$ cat config.mk
export PLATFORM = sky130hd
export DESIGN_NAME = sorted_multiset_insert_delete
export DESIGN_NICKNAME = d
export VERILOG_FILES = /design/src/hdl/smid_pkg.sv /design/src/hdl/smid_cell.sv /design/src/hdl/sorted_multiset_insert_delete.sv
export VERILOG_INCLUDE_DIRS = /design/src /design/src/hdl
export SDC_FILE = /design/constraint.sdc
export NUM_CORES = 2
export LEC_CHECK = 0
export BUFFER_PORTS_ARGS = -buffer_cell sky130_fd_sc_hd__buf_2
export CAP_MARGIN = 5
export CELL_PAD_IN_SITES_DETAIL_PLACEMENT = 0
export CELL_PAD_IN_SITES_GLOBAL_PLACEMENT = 2
export CORE_MARGIN = 2
export CORE_UTILIZATION = 39
export DETAILED_ROUTE_END_ITERATION = 16
export PLACE_DENSITY_LB_ADDON = 0.1
export SLEW_MARGIN = 20
export SYNTH_ARGS = -nofsm -noshare
export SYNTH_HDL_FRONTEND = slang
export SYNTH_SLANG_ARGS = --single-unit
$ cat constraint.sdc
create_clock -name clk -period 6.2 [get_ports clk]
set_input_delay 0.31 -clock clk [delete_from_list [all_inputs] [get_ports clk]]
set_output_delay 0.31 -clock clk [all_outputs]
set_load 0.01 [all_outputs]
$ cat src/hdl/sorted_multiset_insert_delete_assert.svh
// Assertion macros for the sorted multiset store.
`ifndef SORTED_MULTISET_INSERT_DELETE_ASSERT_SVH
`define SORTED_MULTISET_INSERT_DELETE_ASSERT_SVH

`ifndef SYNTH
// Same-cycle implication, checked out of reset.
`define SMID_ASSERT_IMP(label, clk, rst_n, ante, cons, msg) \
	label: assert property (@(posedge clk) disable iff (!rst_n) (ante) |-> (cons)) \
		else $error(msg);
// Next-cycle implication, checked out of reset.
`define SMID_ASSERT_NXT(label, clk, rst_n, ante, cons, msg) \
	label: assert property (@(posedge clk) disable iff (!rst_n) (ante) |=> (cons)) \
		else $error(msg);
`else
`define SMID_ASSERT_IMP(label, clk, rst_n, ante, cons, msg)
`define SMID_ASSERT_NXT(label, clk, rst_n, ante, cons, msg)
`endif

`endif

$ cat src/hdl/smid_pkg.sv
package smid_pkg;

	localparam int VALUE_W = 32;
	localparam int COUNT_OUT_W = 5;

	localparam logic OP_INSERT = 1'b0;
	localparam logic OP_DELETE = 1'b1;

	// Per-cycle command broadcast to every cell
	typedef enum logic [1:0] {
		CM_HOLD   = 2'b00,
		CM_INSERT = 2'b01,
		CM_DELETE = 2'b10
	} cell_mode_t;

	typedef struct packed {
		cell_mode_t          mode;
		logic [VALUE_W-1:0]  operand;
	} cell_cmd_t;

	typedef enum logic [2:0] {
		ST_IDLE = 3'b001,
		ST_EXEC = 3'b010,
		ST_DONE = 3'b100
	} smid_state_t;

endpackage

$ cat src/hdl/smid_cell.sv
module smid_cell import smid_pkg::*; (
	input  logic                       clk,
	input  cell_cmd_t                  cmd,
	input  logic                       in_use,
	input  logic                       left_ge,
	input  logic signed [VALUE_W-1:0]  left_data,
	input  logic signed [VALUE_W-1:0]  right_data,
	output logic signed [VALUE_W-1:0]  data_q,
	output logic                       ge,
	output logic                       eq
);

	// Unused slots count as "greater or equal" so the insert point lands at the tail.
	assign ge = !in_use || (data_q >= $signed(cmd.operand));
	assign eq = in_use && (data_q == $signed(cmd.operand));

	always_ff @(posedge clk) begin
		unique case (cmd.mode)
			CM_INSERT: begin
				// first cell at or past the insert point takes the operand, later cells shift up
				if (left_ge) begin
					data_q <= left_data;
				end else if (ge) begin
					data_q <= $signed(cmd.operand);
				end
			end
			CM_DELETE: begin
				// close one gap: every cell from the first equal entry pulls from the right
				if (ge) begin
					data_q <= right_data;
				end
			end
			default: begin
				data_q <= data_q;
			end
		endcase
	end

endmodule

$ cat src/hdl/sorted_multiset_insert_delete.sv
// Channel | Handshake          | Payload
// --------+--------------------+----------------------------------------------------
// in      | in_valid/in_stall  | opcode, operand_value
// out     | out_valid/out_stall| entry_count, smallest_value, store_empty,
//         |                    | removed_count, insert_dropped
//
// An insert is accepted, then the cell row shifts unless the store is full.
// A delete removes every entry equal to the operand: the row closes
// one gap per cycle. The next item is accepted in the cycle the result is loaded.
// Reset clears the fill count and handshake state; entry contents are not reset.
// A stalled result holds in the output register; the next item waits behind it.

`include "sorted_multiset_insert_delete_assert.svh"

module sorted_multiset_insert_delete import smid_pkg::*; #(
	parameter int CAPACITY = 16
) (
	input  logic                            clk,
	input  logic                            arst_n,
	input  logic                            in_valid,
	output logic                            in_stall,
	input  logic                            opcode,
	input  logic signed [VALUE_W-1:0]       operand_value,
	output logic                            out_valid,
	input  logic                            out_stall,
	output logic [COUNT_OUT_W-1:0]          entry_count,
	output logic signed [VALUE_W-1:0]       smallest_value,
	output logic                            store_empty,
	output logic [COUNT_OUT_W-1:0]          removed_count,
	output logic                            insert_dropped
);

	localparam int CW = $clog2(CAPACITY + 1);

	smid_state_t                 state_q;
	logic                        op_q;
	logic signed [VALUE_W-1:0]   val_q;
	logic [CW-1:0]               count_q;
	logic [CW-1:0]               removed_q;
	logic                        dropped_q;

	logic                        out_valid_q;
	logic [COUNT_OUT_W-1:0]      out_count_q;
	logic signed [VALUE_W-1:0]   out_head_q;
	logic                        out_empty_q;
	logic [COUNT_OUT_W-1:0]      out_removed_q;
	logic                        out_dropped_q;

	cell_cmd_t                   cmd;
	logic signed [VALUE_W-1:0]   cell_data [CAPACITY];
	logic [CAPACITY-1:0]         ge_vec;
	logic [CAPACITY-1:0]         eq_vec;
	logic                        any_eq;
	logic                        full;
	logic                        out_free;
	logic                        load_out;
	logic                        accept;

	assign any_eq   = |eq_vec;
	assign full     = (count_q == CW'(CAPACITY));
	assign out_free = !out_valid_q || !out_stall;
	assign load_out = (state_q == ST_DONE) && out_free;
	// Take a new item when idle, or when the finished result moves out this cycle
	assign in_stall = !((state_q == ST_IDLE) || load_out);
	assign accept   = in_valid && !in_stall;

	// Broadcast command to the cell row
	always_comb begin
		cmd.operand = val_q;
		cmd.mode    = CM_HOLD;
		if (state_q == ST_EXEC) begin
			if (op_q == OP_INSERT) begin
				if (!full) begin
					cmd.mode = CM_INSERT;
				end
			end else if (any_eq) begin
				cmd.mode = CM_DELETE;
			end
		end
	end

	// Row of cells, each holding one entry and trading with its neighbors
	for (genvar i = 0; i < CAPACITY; i++) begin : g_cell
		logic                       in_use;
		logic                       left_ge;
		logic signed [VALUE_W-1:0]  left_data;
		logic signed [VALUE_W-1:0]  right_data;

		assign in_use = (CW'(i) < count_q);

		if (i == 0) begin : g_head
			assign left_ge   = 1'b0;
			assign left_data = '0;
		end else begin : g_body
			assign left_ge   = ge_vec[i-1];
			assign left_data = cell_data[i-1];
		end

		if (i == CAPACITY - 1) begin : g_tail
			assign right_data = cell_data[i];
		end else begin : g_inner
			assign right_data = cell_data[i+1];
		end

		smid_cell u_cell (
			.clk        (clk),
			.cmd        (cmd),
			.in_use     (in_use),
			.left_ge    (left_ge),
			.left_data  (left_data),
			.right_data (right_data),
			.data_q     (cell_data[i]),
			.ge         (ge_vec[i]),
			.eq         (eq_vec[i])
		);
	end

	// Control sequencer and fill count
	always_ff @(posedge clk or negedge arst_n) begin
		if (!arst_n) begin
			state_q   <= ST_IDLE;
			count_q   <= '0;
			removed_q <= '0;
			dropped_q <= 1'b0;
		end else begin
			unique case (state_q)
				ST_IDLE: begin
					if (accept) begin
						state_q   <= ST_EXEC;
						removed_q <= '0;
						dropped_q <= 1'b0;
					end
				end
				ST_EXEC: begin
					if (op_q == OP_INSERT) begin
						// full store: drop the insert and flag it
						if (full) begin
							dropped_q <= 1'b1;
						end else begin
							count_q <= count_q + 1'b1;
						end
						state_q <= ST_DONE;
					end else if (any_eq) begin
						// remove one equal entry, stay until none remain
						count_q   <= count_q - 1'b1;
						removed_q <= removed_q + 1'b1;
					end else begin
						state_q <= ST_DONE;
					end
				end
				ST_DONE: begin
					if (accept) begin
						state_q   <= ST_EXEC;
						removed_q <= '0;
						dropped_q <= 1'b0;
					end else if (load_out) begin
						state_q <= ST_IDLE;
					end
				end
				default: begin
					state_q <= ST_IDLE;
				end
			endcase
		end
	end

	// Latch the accepted item
	always_ff @(posedge clk) begin
		if (accept) begin
			op_q  <= opcode;
			val_q <= operand_value;
		end
	end

	// Output register: hold a stalled result, drop it once taken
	always_ff @(posedge clk or negedge arst_n) begin
		if (!arst_n) begin
			out_valid_q <= 1'b0;
		end else if (load_out) begin
			out_valid_q <= 1'b1;
		end else if (!out_stall) begin
			out_valid_q <= 1'b0;
		end
	end

	always_ff @(posedge clk) begin
		if (load_out) begin
			out_count_q   <= COUNT_OUT_W'(count_q);
			out_head_q    <= (count_q == '0) ? '0 : cell_data[0];
			out_empty_q   <= (count_q == '0);
			out_removed_q <= COUNT_OUT_W'(removed_q);
			out_dropped_q <= dropped_q;
		end
	end

	assign out_valid      = out_valid_q;
	assign entry_count    = out_count_q;
	assign smallest_value = out_head_q;
	assign store_empty    = out_empty_q;
	assign removed_count  = out_removed_q;
	assign insert_dropped = out_dropped_q;

	// Fill count never passes the capacity
	`SMID_ASSERT_IMP(a_count_bound, clk, arst_n, 1'b1, count_q <= CW'(CAPACITY), "count above capacity")
	// Each delete step removes exactly one entry
	`SMID_ASSERT_NXT(a_delete_step, clk, arst_n, (state_q == ST_EXEC) && (op_q == OP_DELETE) && any_eq, count_q == $past(count_q) - 1'b1, "delete step miscounted")
	// Items enter only when the sequencer is free
	`SMID_ASSERT_IMP(a_accept_state, clk, arst_n, accept, (state_q == ST_IDLE) || (state_q == ST_DONE), "item taken while busy")
	// A dropped insert never reports removals
	`SMID_ASSERT_IMP(a_drop_no_removal, clk, arst_n, out_valid && insert_dropped, removed_count == '0, "dropped insert with removals")

endmodule

==> summary.txt <==
Global route
  – First-pass GRT wire length: 199000 um
  – Largest net degree at the start of global routing: 220
  – GRT Total Usage: approximately a quarter
  – Vias in the first global route: between 30000 and 40000
  – Initial antenna violation count: 0
  – Global route total overflow: 0

Floorplanning
  – Die Width: 329 um
  – Row count: roughly 120
  – Die Ht: approximately 330 um
  – IO Pins: 83
  – Die area: around 110000 um^2
  – Initial Utilization: about two fifths
  – CORE AREA: approximately 110000 um^2

Clocking
  – Post-CTS Setup Bufs: 0
  – Clock tree buffer depth: 3
  – H-Tree Depth: 3
  – CTS tree: done
  – Root Driver: clkbuf_16
  – Clk slew on worst S/H paths: around 0.06 ns
  – Clock sink total: a little over 600
  – Clk Latency, worst-skew pair: roughly 0.65 ns
  – Clock buffer count from CTS: 76

Worst hold path
  – Hold Crit Class: in2reg

Placed design
  – Final HPWL DP: between 100000 and 150000 um
  – RD Place Congestion: ~0.86
  – Placed cells: 5275
  – # port buffers: between 80 and 90
  – Setup WS pre-CTS: 0.127 ns

STA
  – Setup ws final: 0.221 ns
  – Achievable Freq: 167 MHz
  – Fin Setup TNS: 0 ns
  – Hold Violations, Final: 0
  – RSZ-0062 raised after global routing: no
  – Final setup viols: 0
  – Max-slew violation count: 0
  – Worst Tran Pin Value: about 1.1 ns
  – Clk_skew: around 0.032 ns
  – Final period util: 96.4%
  – Relative slew slack: between 20% and 30%
  – Minimum clock period: ~6 ns

Cells and area
  – Share of cells above drive strength 1: under 10%
  – Commonest cells after routing, fill and taps aside: nand2_1 (589), edfxtp_1 (589), ha_1 (518)
  – Final nets: 4553
  – Final cell count without fillers: between 5000 and 6000
  – Synthesis-to-finish area growth: 11.6%
  – Antenna diodes: 0

Pwr
  – Sequential power share: 35.6%
  – Sw frac: about 38%
  – PwrDens: roughly 360 nW/um^2
  – Pwr Total: around 17000 uW
  – Peak VDD IR: 0.261 mV
  – Clk pwr share: about 25%
  – NetSw: ~6300 uW
  – Power Internal: 10400 uW
  – Leak pwr: 0.0179 uW
  – Comb pwr share: 39.4%

Worst setup path
  – Critical path class: reg2reg
  – Startpoint types: flip-flop
  – Slowest CP cell: inv_1
  – Worst path cell trace: buf_4 > inv_1 > ha_1 > nand4_1 > nor2_1 > nand4b_1 > o2111ai_1 > a2111oi_4 > nand3_2 > and3_1 > ha_4 > inv_1 > o21ai_0 > a31oi_4 > buf_4
  – Worst path buffer plus inverter count: 4
  – WP data required: 6.46 ns
  – Critical Path AT: between 6 and 7 ns
  – Critical path's top delay family: buffers and inverters
  – Slowest Stage Delay on Critical Path: between 0.8 and 0.9 ns
  – Crit path capture type: flip-flop
  – CP Max Fanout: 32

Logic synthesis
  – Yosys reg bits: 604
  – Synth cell types: between 80 and 90
  – Synthesized instance count: slightly below 4000
  – Synth warnings: 0
  – Syn nets: approximately 4500
  – Ys flop type: edfxtp_1
  – Avg Cell Area, Syn: approximately 11 um^2
  – Cells taking the most area after synthesis: edfxtp_1 (43%), ha_1 (16%), mux2i_1 (10%)
  – Post-synth top area share: between 40% and 50%
  – Mapped cell area: about 41000 um^2
  – Synth area leader: edfxtp_1
  – Number of synthesized flops with an enable pin: 589
  – Sequential area share after synthesis: 43.8%
  – Asr flop ratio synth: between 2 and 2.5%

Routing
  – Final wirelength: 132000 um
  – Routed WL per cell: between 20 and 25 um
  – TritonRoute pass-1 iters: 5
  – DR vias: 30400
  – DRC viols: 0
  – Antenna-violating nets left: 0
  – Via density: around 5.6
  – 1st-iter DRT viols: roughly 2500

Outcome
  – Status: complete, no violations

Job
  – Max-cap violation count: 0
-- power groups by stage --
stage,Sequential [uW],Clock (uW),Combinational (uW)
2_1_floorplan,5830,0,4690
3_3_place_gp,6000,0,6500
3_5_place_dp,5990,0,6570
4_1_cts,5910,4270,6590
5_1_grt,5980,4420,7300
6_report,5920,4160,6550
-- cells by family (layout without fill, tap and decap cells) --
group / count (synthesis) / after routing / synth area share [%]
mux: 472 / 472 / 11.7
compound gates: 1011 / 1011 / 14.0
fa+ha+maj: 519 / 519 / 15.7
xor+xnor: 1 / 1 / 0.0212
simple gates: 1005 / 1005 / 11.3
buf+inv: 284 / 430 / 3.37
flops: 604 / 604 / 43.8
-- path summary, 6_finish.rpt --
| check | startpoint | endpoint | slack, ns | depth (start not counted) |
|---|---|---|---|---|
| min in group asynchronous | arst_n | removed_q[0]$_DFFE_PN0P_ | 0.12 | 2 |
| max | val_q[9]$_DFFE_PP_ | g_cell[14].u_cell.data_q[17]$_DFFE_PP_ | 0.22 | 15 |
| max reg2reg | val_q[9]$_DFFE_PP_ | g_cell[14].u_cell.data_q[17]$_DFFE_PP_ | 0.22 | 15 |
| min reg2reg | dropped_q$_DFFE_PN0P_ | insert_dropped$_DFFE_PP_ | 0.46 | 0 |
| max in group asynchronous | arst_n | state_q[0]$_DFFE_PN1P_ | 5.76 | 2 |
| min | in_valid | state_q[0]$_DFFE_PN1P_ | 0.04 | 4 |
-- metal layers --
layer,up-vias,wire (um),global-route usage (%)
met5,-,0,0
met4,0,2800,6.11
met3,146,6080,2.91
met2,645,58000,37.6
met1,14600,65400,36.1
li1,15000,-,-
-- registers in the layout (all words and copies together) (netlist names) --
name,count
out_valid,1
smallest_value,32
entry_count,5
dropped_q,1
store_empty,1
removed_count,5
val_q,32
op_q,1
count_q,5
insert_dropped,1
removed_q,5
state_q,3
g_cell.u_cell.data_q,512
-- cell usage after synthesis, drive strengths merged, types with 11 or more instances --
cell type  number
inv            74
nor2           62
mux2           39
a21o           61
o211ai         23
a31oi          11
nor3           25
clkbuf        124
nor4           22
and4           19
ha            519
edfxtp        589
a21oi         265
o21ai         522
a211oi         11
nand4         117
nand2         589
buf            86
nand2b         15
dfrtp          14
a2bb2oi        31
mux2i         433
nor2b          52
nand3          67
-- stage by stage --
stage	hold WS, ns	util [%]	cell area [um^2]
after floorplan	0.0144	-	41300
after global placement	0.248	41.4	43500
after detailed placement	0.248	41.4	43500
after CTS	0.0000490	43.8	46000
after global routing	0.0549	43.8	46100
final	0.0384	43.8	46100
-- worst register-to-register path: stages (launching register included) --
cell       delay (ns)
edfxtp_1         0.36
buf_4            0.23
inv_1            0.68
ha_1             0.38
nand4_1          0.14
nor2_1           0.12
nand4b_1         0.26
o2111ai_1        0.39
a2111oi_4        0.43
nand3_2          0.14
and3_1           0.26
ha_4             0.27
inv_1            0.84
o21ai_0          0.36
a31oi_4          0.26
buf_4            0.47
-- area by class of cell --
class                   count  area [um^2]
clock buffers             102         2070
clock inverters            21          126
fillers                 10200        59100
inverters                  74          278
multi-input cells        3008        22100
flip-flops and latches    604        18100
well taps                1391         1740
repair buffers            233         1720
-- timing repair --
action                     CTS  global route
resized for setup            0             2
hold endpoints to repair    49             0
hold buffers                35             0
setup endpoints to repair    0           140
(Power assumes the default switching activity.)
